`src/rtl/gdtw_pkg.sv`:
```
// Shared constants, codes and types of the grid walker.
`default_nettype none
package gdtw_pkg;

  localparam int MAX_SIDE = 64;
  localparam int COORD_W  = $clog2(MAX_SIDE);
  localparam int CELL_W   = 2 * COORD_W;
  localparam int CELLS    = MAX_SIDE * MAX_SIDE;
  localparam int SIDE_W   = 7;
  localparam int SP_W     = CELL_W + 1;
  localparam int EPOCH_W  = 4;
  localparam int NEXT_W   = 3;

  localparam logic [1:0] CMD_LOAD    = 2'd0;
  localparam logic [1:0] CMD_RESTART = 2'd1;
  localparam logic [1:0] CMD_STEP    = 2'd2;

  localparam logic [1:0] REG_GRID_SIDE = 2'd0;
  localparam logic [1:0] REG_START_ROW = 2'd1;
  localparam logic [1:0] REG_START_COL = 2'd2;

  localparam logic [1:0] DIR_UP    = 2'd0;
  localparam logic [1:0] DIR_DOWN  = 2'd1;
  localparam logic [1:0] DIR_LEFT  = 2'd2;
  localparam logic [1:0] DIR_RIGHT = 2'd3;

  typedef struct packed {
    logic [COORD_W-1:0] row;
    logic [COORD_W-1:0] col;
    logic [NEXT_W-1:0]  next;
    logic [1:0]         came;
  } frame_t;

  typedef struct packed {
    logic clr_step;
    logic clr_end;
    logic load;
    logic restart;
    logic next_dir;
    logic push;
    logic pop;
    logic pop_load;
    logic finish;
    logic out_load;
  } ctrl_cmd_t;

  typedef struct packed {
    logic clr_last;
    logic epoch_full;
    logic finished;
    logic dirs_done;
    logic at_base;
    logic nbr_inb;
    logic nbr_blocked;
    logic out_free;
  } dp_stat_t;

endpackage
`default_nettype wire

```
`src/rtl/gdtw_ctrl.sv`:
```
// Controller state machine of the grid walker.
`default_nettype none
module gdtw_ctrl (
  input  wire logic                  clk,
  input  wire logic                  rst,
  input  wire logic                  s_tvalid,
  input  wire logic [1:0]            s_cmd,
  output logic                       s_tready,
  input  wire gdtw_pkg::dp_stat_t    stat,
  output gdtw_pkg::ctrl_cmd_t        cmd
);
  import gdtw_pkg::*;

  typedef enum logic [6:0] {
    S_CLEAR   = 7'b0000001,
    S_IDLE    = 7'b0000010,
    S_RESTART = 7'b0000100,
    S_PROBE   = 7'b0001000,
    S_EVAL    = 7'b0010000,
    S_POP     = 7'b0100000,
    S_EMIT    = 7'b1000000
  } state_t;

  state_t state, state_next;
  logic   pend, pend_next;
  logic   accept;

  assign s_tready = (state == S_IDLE);
  assign accept   = s_tvalid && s_tready;

  always_ff @(posedge clk) begin
    if (rst) begin
      state <= S_CLEAR;
      pend  <= 1'b0;
    end else begin
      state <= state_next;
      pend  <= pend_next;
    end
  end

  always_comb begin
    state_next = state;
    pend_next  = pend;
    cmd        = '0;
    case (state)
      S_CLEAR: begin
        cmd.clr_step = 1'b1;
        if (stat.clr_last) begin
          cmd.clr_end = 1'b1;
          pend_next   = 1'b0;
          state_next  = pend ? S_RESTART : S_IDLE;
        end
      end
      S_IDLE: begin
        if (accept) begin
          case (s_cmd)
            CMD_LOAD: cmd.load = 1'b1;
            CMD_RESTART: begin
              // The visited epoch is about to wrap: sweep the map first.
              if (stat.epoch_full) begin
                pend_next  = 1'b1;
                state_next = S_CLEAR;
              end else begin
                state_next = S_RESTART;
              end
            end
            CMD_STEP: begin
              if (stat.finished) begin
                cmd.finish = 1'b1;
                state_next = S_EMIT;
              end else begin
                state_next = S_PROBE;
              end
            end
            default: ;
          endcase
        end
      end
      S_RESTART: begin
        cmd.restart = 1'b1;
        state_next  = S_IDLE;
      end
      S_PROBE: begin
        if (stat.dirs_done) begin
          if (stat.at_base) begin
            cmd.finish = 1'b1;
            state_next = S_EMIT;
          end else begin
            cmd.pop    = 1'b1;
            state_next = S_POP;
          end
        end else if (!stat.nbr_inb) begin
          cmd.next_dir = 1'b1;
        end else begin
          state_next = S_EVAL;
        end
      end
      S_EVAL: begin
        if (stat.nbr_blocked) begin
          cmd.next_dir = 1'b1;
          state_next   = S_PROBE;
        end else begin
          cmd.push   = 1'b1;
          state_next = S_EMIT;
        end
      end
      S_POP: begin
        cmd.pop_load = 1'b1;
        state_next   = S_EMIT;
      end
      S_EMIT: begin
        if (stat.out_free) begin
          cmd.out_load = 1'b1;
          state_next   = S_IDLE;
        end
      end
      default: state_next = S_CLEAR;
    endcase
  end

endmodule
`default_nettype wire

```
`config.mk`:
```
export PLATFORM = sky130hd
export DESIGN_NAME = gdtw_ctrl
export DESIGN_NICKNAME = d
export VERILOG_FILES = /design/src/rtl/gdtw_pkg.sv /design/src/rtl/gdtw_ctrl.sv
export SDC_FILE = /design/constraint.sdc
export NUM_CORES = 1
export LEC_CHECK = 0
export BUFFER_PORTS_ARGS = -buffer_cell sky130_fd_sc_hd__buf_4
export CORE_MARGIN = 2
export CORE_UTILIZATION = 50
export DETAILED_ROUTE_END_ITERATION = 10
export PLACE_DENSITY = 0.86
export SLEW_MARGIN = 20
export SYNTH_ARGS = -nofsm -noshare
export SYNTH_HDL_FRONTEND = slang
export SYNTH_SLANG_ARGS = --single-unit
```
`constraint.sdc`:
```
create_clock -name clk -period 4.4 [get_ports clk]
set_input_delay 0.88 -clock clk [delete_from_list [all_inputs] [get_ports clk]]
set_output_delay 0.88 -clock clk [all_outputs]
set_load 0.005 [all_outputs]
```
Word-level counts from Yosys, hierarchy flattened

Index checks and enable logic that the tools add are counted.

Flip-flop bits (word level): 8
Bits in latches: 0
Bits in writable memories: 0
ROM bits: 0
Input port bits: 13
Output and inout port bits: 11
Word-level logic and storage cells: 64
Memories kept: 0

$add $sub $neg: 0
Multiply operators: 0
Divide/modulo/power cells: 0
Order comparisons: 0
Equality and inequality tests: 16
Shifts and indexed selects: 0
Multiplexer cells: 41
Bitwise gates (word level): 0
Reduce and logical (&&, ||, !) cells: 5

Operator list:

| operator                                                              | count |
|---|---|
| 7-bit two-way mux                                                     | 8 |
| 7-bit one-hot mux with 7 select lines                                 | 1 |
| 1-bit two-way mux                                                     | 25 |
| 7-bit one-hot mux with 2 select lines                                 | 1 |
| 5-bit AND reduction                                                   | 2 |
| 7-bit by 1-bit equality test with 1-bit output, second input constant | 1 |
| 7-bit by 2-bit equality test with 1-bit output, second input constant | 1 |
| 7-bit by 3-bit equality test with 1-bit output, second input constant | 1 |
| 7-bit by 4-bit equality test with 1-bit output, second input constant | 1 |
| 7-bit by 5-bit equality test with 1-bit output, second input constant | 1 |
| 7-bit by 6-bit equality test with 1-bit output, second input constant | 1 |
| 7-bit equality test, second input constant                            | 1 |
| 3-bit two-way mux                                                     | 2 |
| 2-bit by 1-bit != test with 1-bit output, second input constant       | 3 |
| 1-bit one-hot mux with 2 select lines                                 | 3 |
| 2-bit != test, second input constant                                  | 2 |
| 3-bit by 1-bit != test with 1-bit output, second input constant       | 1 |
| 3-bit != test, second input constant                                  | 1 |
| 2-bit by 1-bit equality test with 1-bit output, second input constant | 1 |
| 2-bit equality test, second input constant                            | 1 |
| 2-bit logical NOT                                                     | 1 |
| 2-bit two-way mux                                                     | 1 |
| 2-bit nonzero test                                                    | 1 |
| 1-bit logical AND                                                     | 1 |

Logic depth before layout (Yosys ltp)

Gate-level depths: netlist (run 1).

Depth after elaboration: 4
Mapped depth: 6
Mapped depth without buffers: 5

Least setup slack after synthesis (run 1)

OpenSTA, ideal clock, no wires.

Kind: reg-to-output
Start: register state[2]
End: output cmd[7] in the netlist's numbering
Data arrival time: 1.337 ns
Required time: 3.520 ns
Setup slack: 2.183 ns
Stages on the path, launching flop included: 4
Path buffers: 0
Path through: dfxtp_1 or3_4 nor4_4 nor4bb_1

RTL lines:

| what                   | RTL line        | source |
|---|---|---|
| start, declared        | gdtw_ctrl.sv:24 | `state_t state, state_next;` |
| start signal, assigned | gdtw_ctrl.sv:36 | `state <= state_next;` |
| end, declared          | gdtw_ctrl.sv:10 | `output gdtw_pkg::ctrl_cmd_t cmd` |

==> impl_metrics.csv, run 1 <==
group,metric,value,unit
outcome,status,"finished clean",
critical_path,crit_fanout,8,
synthesis,post_synth_inst_count,88,
route,postRouteWirelength,1711,um
global_routing,gr-usage-all-layers,25.37,%
global_routing,grt_pass1_vias,621,
timing,setup_violations,0,
global_routing,globalRouteOverflowTotal,0,
global_routing,wire_length_of_the_first_global_routing_pass,2656,um
synthesis,synth_area,651.9,um^2
timing,fin_skew,0.008849,ns
clocking,root_buffer,"clkbuf_4",
route,drc,0,
clocking,post-cts-setup-buffer-count,0,
synthesis,syn_nets,101,
floorplan,floorplan.die.height,40.11,um
clocking,clock_tree.buffer_depth,2,
timing,hold_viol,0,
timing,rsz_0062_raised_after_global_routing,"false",
floorplan,placementRows,13,
clocking,num_clock_sinks,8,
global_routing,met1_grt_util,30.10,%
route,avgViaCountPerCell,6.000,
synthesis,synth_compound_area_share,21.50,%
clocking,cts_tree,"built",
floorplan,die_area,1608,um^2
hold_path,type_of_the_worst_min_delay_path,"reg2reg",
power_and_ir_drop,static-leakage-power,0.3650,nW
power_and_ir_drop,vdd_ir_drop_max,0.2618,mV
run,max_cap_viol_count,0,
timing,max_freq,0.3763,GHz
route,avgRoutedWirePerCell,13.58,um
placement,place.detailed.hpwl,1366,um
clocking,clock_latency,0.26,ns
route,detailed_routing_iterations_pass_1,4,
synthesis,synth_top_family_by_area,"simple AND/OR/NAND/NOR gates",
clocking,postCtsResizedCells,0,
synthesis,post_synth_mux_area_share,0,%
synthesis,synth_top_area_share,24.57,%
clocking,cts_htree_levels,1,
power_and_ir_drop,total_power,308.8,uW
critical_path,cp_data_arrival_time,1.78,ns
route,drt_first_iter_violations,22,
floorplan,floorplan.core_area,1252,um^2
timing,tightest_slew,0.4742,ns
global_routing,grt-busiest-layer,"met2",
placement,io_buffer_count,23,
floorplan,die_width,40.11,um
timing,final_period_minus_worst_setup_slack,2.657,ns
global_routing,grt.met3_usage,3.889,%
route,route.vias.total,756,
floorplan,floorplan.initialDensity,52.05,%
final_layout,fraction_of_layout_instances_using_a_drive_strength_above_1,26.13,%
synthesis,ys_seq_area_share,24.57,%
synthesis,post_synth_num_cell_types,32,
synthesis,post_synth_and_or_nand_nor_area_fraction,48.18,%
critical_path,crit_type,"reg2out",
clocking,clock_pin_slew_reported_for_the_worst_setup_and_hold_paths_after_clock_tree_synthesis,0.06,ns
clocking,cts-buffers-inserted,3,
critical_path,worstPathRequired,3.52,ns
synthesis,synth_area_leader_cell,"dfxtp_1",
placement,finalWeightedCongestion,0.8101,
synthesis,syn-mean-instance-area,7.408,um^2
floorplan,boundaryPins,24,
timing,timing.slew.headroom,68.14,%
synthesis,synth.top_cells.by_area,"dfxtp_1 25%, nor4_4 6.5%, nor2_1 6.3%",
critical_path,worst_setup_path_end_kind,"output pin",
clocking,postCtsHoldBufs,0,
synthesis,synth.ff_latch_count,8,
final_layout,nNetsFinal,126,
global_routing,grt_start_max_net_pins,9,
critical_path,critPathLaunchType,"flip-flop",
synthesis,synth-adder-area-share,0,%
synthesis,synthXorXnorAreaFrac,1.344,%
global_routing,antenna_found_initial,0,
final_layout,num-fill-cells,109,
timing,final.setup.tns,0,ns
synthesis,yosysWarnings,0,
route,detail-route-antenna-nets,0,
global_routing,use_met2,42.74,%
final_layout,flow.area_growth_from_synthesis,30.71,%
timing,final_min_period_over_clock_period,60.39,%
final_layout,antenna_cells,0,
timing,max_slew_violations,0,
power_and_ir_drop,power.density_cell_area,362.5,nW/um^2
[cell usage in the layout (no fill, tap or decap), types with 2 or more instances in the layout]
master,instances
nand2_1,4
and3b_1,2
nand4_1,3
o21ai_1,3
and3_1,2
nor3_1,7
dfxtp_1,8
buf_4,23
a31oi_1,3
nand2b_1,6
and2_1,2
nor2_1,11
clkbuf_4,3
nor4_1,4
inv_1,4
a211o_1,2
a21oi_1,8
nor4_4,2
[power by group]
group	leakage [nW]	internal [mW]	switching, mW
logic	0.286	0.0718	0.0828
registers	0.0650	0.0822	0.0147
clock network	0.0138	0.0313	0.0260
total	0.365	0.185	0.124
[Yosys cell counts]
master,instances
a41o_1,1
nor3_1,7
o21ai_1,3
a2bb2oi_1,1
nor3b_1,1
a221oi_1,1
and3_1,2
dfxtp_1,8
and2_1,2
nand2_1,4
xor2_1,1
nor4_1,4
nor2b_1,1
nand2b_1,6
nand4_1,3
nor4_4,2
buf_1,1
or2b_1,1
nand4b_1,1
or3_4,1
nor2_1,11
nand3_1,1
a311oi_1,1
nor4bb_1,1
and3b_1,2
inv_1,4
a22oi_1,1
buf_2,2
a211o_1,2
a31oi_1,3
a21oi_1,8
o21ai_0,1
[final cells by class]
| class | instances | area [um^2] | share of cell area, % |
|---|---|---|---|
| Timing Repair Buffer | 23 | 172.7 | 20.26 |
| Inverter | 4 | 15.01 | 1.762 |
| Clock buffer | 3 | 22.52 | 2.643 |
| Sequential cell | 8 | 160.2 | 18.80 |
| Multi-Input combinational cell | 73 | 462.9 | 54.33 |
| Tap cell | 15 | 18.77 | 2.203 |
[per-stage QoR]
| stage | util [%] | std cells | worst slack (ns) | area [um^2] | hold slack (ns) |
|---|---|---|---|---|---|
| final | 68.03 | 126 | 1.743 | 852.1 | 0.5594 |
| after floorplan | - | 88 | 2.183 | 651.9 | 0.5077 |
| after CTS | 68.03 | 126 | 1.729 | 852.1 | 0.5601 |
| after detailed placement | 66.23 | 123 | 1.921 | 829.5 | 0.5520 |
| after global placement | 66.23 | 123 | 1.980 | 829.5 | 0.5336 |
| after global routing | 68.03 | 126 | 1.540 | 852.1 | 0.5796 |
[kinds of logic (layout without fill, tap and decap cells)]
kind of cell | Yosys count | after routing
simple gates | 50 | 50
buf+inv | 7 | 30
xor+xnor | 1 | 1
compound gates | 22 | 22
flops | 8 | 8
[worst max-delay path: stages (launching register included)]
cell and delay (ns):
dfxtp_1 0.36, or3_4 0.43, nor4_4 0.33, nor4bb_1 0.25, buf_4 0.15
[state kept, by name (all words and copies together), names as in the netlist]
| signal | count |
|---|---|
| pend | 1 |
| state | 7 |
[routing by layer]
layer  routed length, um  vias to the layer above  share of wire (%)
met5                   0                        -                  0
li1                    -                      379                  -
met3                 109                        4                6.4
met1                 712                      344                 42
met2                 857                       29                 50
met4                  32                        0                1.9
[worst paths after layout]
kind             from       end  slack (ns)  cells after the start
min              pend      pend        0.56                      2
max reg2reg  state[5]  state[6]        2.62                      5
max          state[3]    cmd[7]        1.74                      4
min reg2reg      pend      pend        0.56                      2
Note: power is estimated with default switching activity, not from simulation.
==> run 2, diff against run 1 <==
Settings changed: CORE_UTILIZATION 50 to 42, PLACE_DENSITY 0.86 to 0.77.
Clock period 4.4 ns to 2.14 ns, I/O delays scaled along.
==> impl_metrics.csv, run 2 (synthesis gave the netlist of run 1 again) <==
group,metric,value,unit
route,postRouteWirelength,1918,um
final_layout,multiInputGateArea,506.7,um^2
route,route.vias.total,800,
final_layout,flow.area_growth_from_synthesis,42.99,%
critical_path,path_cells,"or3_4, nor4_4, buf_4, a41o_1, buf_4",
timing,final_min_period_over_clock_period,98.92,%
final_layout,antenna_cells,0,
critical_path,worstPathRequired,1.71,ns
floorplan,floorplan.initialDensity,44.30,%
floorplan,die_area,1883,um^2
power_and_ir_drop,total_power,722.1,uW
floorplan,die_width,43.40,um
timing,rsz_0062_raised_after_global_routing,"true",
route,detail-route-antenna-nets,0,
critical_path,cp_data_arrival_time,1.69,ns
outcome,status,"finished clean",
route,avgRoutedWirePerCell,14.64,um
critical_path,buf_inv_on_cp,2,
timing,timing.slew.headroom,70.71,%
route,avgViaCountPerCell,6.107,
placement,place.detailed.hpwl,1413,um
global_routing,antenna_found_initial,0,
power_and_ir_drop,static-leakage-power,0.3995,nW
final_layout,fraction_of_layout_instances_using_a_drive_strength_above_1,35.65,%
power_and_ir_drop,power.share.clock,16.2,%
hold_path,type_of_the_worst_min_delay_path,"in2reg",
final_layout,layout.area.seq,165.2,um^2
final_layout,layout.cells.most_common,"buf_4",
clocking,clock_tree.buffer_depth,2,
global_routing,grt_start_max_net_pins,9,
global_routing,grt_pass1_vias,688,
critical_path,crit_path_top_delay_cell,"or3_4",
power_and_ir_drop,vdd_ir_drop_max,0.4927,mV
power_and_ir_drop,power.switching_fraction,39.61,%
critical_path,worst_path_dominant_cell_family,"simple AND/OR/NAND/NOR gates",
final_layout,post-route-util,63.35,%
timing,fin_skew,0.005074,ns
final_layout,nNetsFinal,130,
critical_path,crit_path_max_incr_delay,0.44,ns
route,detailed_routing_iterations_pass_1,4,
final_layout,num-fill-cells,134,
clocking,clock_pin_slew_reported_for_the_worst_setup_and_hold_paths_after_clock_tree_synthesis,0.06,ns
timing,tightest_slew,0.4388,ns
clocking,num_clock_sinks,8,
clocking,cts_tree,"built",
power_and_ir_drop,combinationalPowerShare,53.1,%
power_and_ir_drop,power.switching,286.1,uW
power_and_ir_drop,power.density_cell_area,774.7,nW/um^2
timing,final_period_minus_worst_setup_slack,2.117,ns
placement,finalWeightedCongestion,0.9013,
route,drt_first_iter_violations,32,
final_layout,layout_top_registers,"state (7), pend (1)",
timing,max_freq,0.4724,GHz
global_routing,gr-usage-all-layers,19.78,%
critical_path,critical_path_s_most_frequent_cell,"buf_4",
floorplan,placementRows,14,
final_layout,largest_register_ff_count,7,
critical_path,worst_setup_path_end_kind,"output pin",
global_routing,globalRouteOverflowTotal,0,
timing,setup_violations,0,
critical_path,crit_type,"reg2out",
placement,io_buffer_count,23,
run,max_cap_viol_count,0,
clocking,cts_htree_levels,1,
floorplan,floorplan.die.height,43.40,um
final_layout,final-instance-count-excl-fill,131,
clocking,cts-buffers-inserted,3,
critical_path,critPathLaunchType,"flip-flop",
final_layout,commonest_non_fill_non_tap_cells_in_the_layout,"27 x buf_4, 10 x nor2_1, 8 x a21oi_1",
clocking,clock_latency,0.26,ns
power_and_ir_drop,pwr-share-seq,30.7,%
floorplan,floorplan.core_area,1471,um^2
placement,placedCellCount,125,
critical_path,crit_fanout,6,
global_routing,wire_length_of_the_first_global_routing_pass,2884,um
final_layout,max_flop_register,"state",
timing,max_slew_violations,0,
route,drc,0,
timing,hold_viol,0,
power_and_ir_drop,power.internal,436.1,uW
clocking,root_buffer,"clkbuf_4",
floorplan,boundaryPins,24,
[run 2: changes by cell type in the layout (fill, tap and decap cells not counted), sizes merged]
| cell | before | now |
|---|---|---|
| buf | 23 | 27 |
[run 2: per-stage QoR]
step / hold slack, ns / setup TNS, ns / setup slack, ns / cell area, um^2
6_report: 0.3532 / 0 / 0.02304 / 932.1
5_1_grt: 0.3638 / -0.02135 / -0.02135 / 932.1
4_1_cts: 0.3495 / 0 / 0.01211 / 872.1
3_5_place_dp: 0.5472 / 0 / 0.2486 / 838.3
3_3_place_gp: 0.5314 / 0 / 0.2766 / 838.3
2_1_floorplan: 0.5065 / 0 / 0.3753 / 651.9
[run 2: routing by layer]
metal	track usage (%)	up-vias	share of wire, %
li1	-	386	-
met3	2.500	2	9.2
met2	35.22	47	50
met5	0	-	0
met1	23.97	365	40
met4	7.879	0	0.94
[run 2: path summary, 6_finish.rpt]
| check | from | to | slack, ns | depth (start not counted) |
|---|---|---|---|---|
| worst max-delay path | state[6] | cmd[1] | 0.02 | 5 |
| worst max register to register | state[4] | state[6] | 0.37 | 5 |
| worst min register to register | state[3] | state[3] | 0.55 | 2 |
| worst min-delay path | stat[3] | state[5] | 0.35 | 2 |
[run 2: timing repair]
| item | in CTS | in global routing |
|---|---|---|
| buffers inserted | 0 | 3 |
| pin swaps | 1 | 1 |
| hold buffers | 0 | 0 |
| resized for setup | 2 | 9 |
| setup endpoints to repair | 2 | 5 |
[run 2: cell type report]
cell class | instances | share of cell area [%]
tap | 16 | 2.148
clock buffer | 3 | 2.416
multi-input combinational | 73 | 54.36
timing repair buffer | 27 | 21.74
sequential | 8 | 17.72
inverter | 4 | 1.611
[run 2: power by group through the flow]
stage               Combinational (mW)  Clock, mW  Sequential, mW
finish                           0.384      0.117           0.222
global route                     0.421      0.122           0.226
CTS                              0.337      0.117           0.203
detailed placement               0.323          0           0.201
global placement                 0.324          0           0.197
floorplan                        0.219          0           0.194
[run 2: worst register-to-register path: stages, from the launching register on]
cell	delay (ns)
dfxtp_1	0.58
nor4_1	0.12
and3_1	0.22
a21oi_1	0.25
nand2_1	0.18
a221oi_1	0.31
==> run 3, diff against run 2 <==
Settings changed: PLACE_DENSITY 0.77 to 0.8.
==> impl_metrics.csv, run 3 (synthesis gave the netlist of run 1 again) <==
group,metric,value,unit
outcome,status,"finished clean",
timing,hold_viol,0,
final_layout,fraction_of_layout_instances_using_a_drive_strength_above_1,33.90,%
final_layout,max_flop_register,"state",
route,avgRoutedWirePerCell,13.96,um
route,detailed_routing_iterations_pass_1,4,
critical_path,crit_type,"reg2out",
timing,tightest_slew,0.4106,ns
placement,placedCellCount,127,
timing,final_period_minus_worst_setup_slack,2.081,ns
clocking,num_clock_sinks,8,
hold_path,type_of_the_worst_min_delay_path,"in2reg",
global_routing,grt_start_max_net_pins,9,
power_and_ir_drop,power.switching,275.2,uW
floorplan,placementRows,14,
power_and_ir_drop,power.switching_fraction,38.53,%
power_and_ir_drop,vdd_ir_drop_max,0.5488,mV
final_layout,largest_register_ff_count,7,
clocking,clock_pin_slew_reported_for_the_worst_setup_and_hold_paths_after_clock_tree_synthesis,0.06,ns
global_routing,gr-usage-all-layers,20.76,%
critical_path,worst_path_dominant_cell_family,"simple AND/OR/NAND/NOR gates",
placement,finalWeightedCongestion,0.8312,
route,drt_first_iter_violations,36,
critical_path,cp_data_arrival_time,1.65,ns
global_routing,globalRouteOverflowTotal,0,
critical_path,crit_fanout,6,
power_and_ir_drop,combinationalPowerShare,54.8,%
global_routing,wire_length_of_the_first_global_routing_pass,2898,um
placement,place.detailed.hpwl,1390,um
timing,timing.hold.ws,0.3537,ns
final_layout,fin_area,917.1,um^2
clocking,cts_htree_levels,1,
route,postRouteWirelength,1871,um
critical_path,buf_inv_on_cp,1,
critical_path,worstPathRequired,1.71,ns
route,avgViaCountPerCell,5.888,
route,drc,0,
global_routing,grt_pass1_vias,717,
floorplan,floorplan.die.height,43.40,um
critical_path,crit_path_top_delay_cell,"nor4_2",
critical_path,critPathLaunchType,"flip-flop",
final_layout,commonest_non_fill_non_tap_cells_in_the_layout,"30 x buf_4, 11 x nor2_1, 8 x a21oi_1",
run,max_cap_viol_count,0,
clocking,cts_tree,"built",
final_layout,flow.area_growth_from_synthesis,40.69,%
power_and_ir_drop,pwr-share-seq,28.4,%
timing,max_slew_violations,0,
placement,io_buffer_count,23,
floorplan,floorplan.initialDensity,44.30,%
final_layout,antenna_cells,0,
timing,setup_violations,0,
floorplan,boundaryPins,24,
power_and_ir_drop,power.density_cell_area,778.7,nW/um^2
final_layout,nNetsFinal,133,
placement,postPlaceCellArea,853.3,um^2
floorplan,die_width,43.40,um
timing,max_freq,0.4806,GHz
critical_path,path_cells,"nor4_2, nand4_1, nor2_1, a41o_1, buf_4",
power_and_ir_drop,power.share.clock,16.8,%
power_and_ir_drop,power.internal,439.0,uW
final_layout,final-instance-count-excl-fill,134,
route,route.vias.total,789,
clocking,clock_tree.buffer_depth,2,
floorplan,floorplan.core_area,1471,um^2
route,detail-route-antenna-nets,0,
critical_path,worst_setup_path_end_kind,"output pin",
timing,timing.slew.headroom,72.59,%
global_routing,antenna_found_initial,0,
clocking,root_buffer,"clkbuf_4",
critical_path,crit_path_max_incr_delay,0.43,ns
final_layout,layout.cells.most_common,"buf_4",
timing,final_min_period_over_clock_period,97.24,%
timing,fin_skew,0.009051,ns
timing,final.setup.tns,0,ns
critical_path,register_to_register_path_setup_slack,0.30,ns
clocking,cts-buffers-inserted,3,
clocking,postCtsHoldBufs,0,
power_and_ir_drop,static-leakage-power,0.4049,nW
final_layout,layout_top_registers,"state (7), pend (1)",
floorplan,die_area,1883,um^2
clocking,clock_latency,0.26,ns
==> run 3: final timing paths <==
check | from | endpoint | depth (start not counted)
worst max-delay path | state[0] | cmd[1] | 5
worst min register to register | state[3] | state[3] | 2
worst max register to register | state[4] | state[6] | 5
worst min-delay path | stat[3] | state[5] | 2
==> run 3: repair_timing <==
action / CTS / global route
resized for setup: 0 / 4
setup endpoints to repair: 1 / 4
gates cloned: 0 / 0
pin swaps: 2 / 3
buffers inserted: 4 / 0
==> run 3: worst register-to-register path, stage by stage (launching register included) <==
cell,delay [ns]
dfxtp_1,0.56
nor2_1,0.19
and3_1,0.20
a21oi_1,0.26
nand2_1,0.21
a221oi_1,0.32
==> run 3: cell type report <==
cell class / count / area (um^2)
inverters: 4 / 15.01
well taps: 16 / 20.02
fillers: 138 / 554.3
flip-flops and latches: 8 / 162.7
clock buffers: 3 / 22.52
repair buffers: 30 / 225.2
multi-input cells: 73 / 471.7
==> run 3: metrics by stage <==
step                power, mW  utilization [%]  worst slack, ns
floorplan              0.4130                -           0.3753
global placement       0.5476            57.99           0.2855
detailed placement     0.5559            57.99           0.2413
CTS                    0.6905            61.56         0.004418
global route           0.7632            62.33        -0.003290
finish                 0.7142            62.33          0.05914
==> run 3: layer usage <==
metal	vias to the layer above	GRT usage [%]	part of all wire, %
li1	394	-	-
met1	354	24.61	44
met2	34	36.42	48
met3	7	2.500	5.3
met4	0	10.91	2.9
met5	-	0	0
==> run 3: power by group through the flow <==
stage                     logic (mW)  clock network [mW]  registers (mW)
final                          0.391               0.120           0.203
after global routing           0.429               0.128           0.207
after CTS                      0.371               0.120           0.200
after detailed placement       0.353                   0           0.203
after global placement         0.347                   0           0.201
after floorplan                0.219                   0           0.194
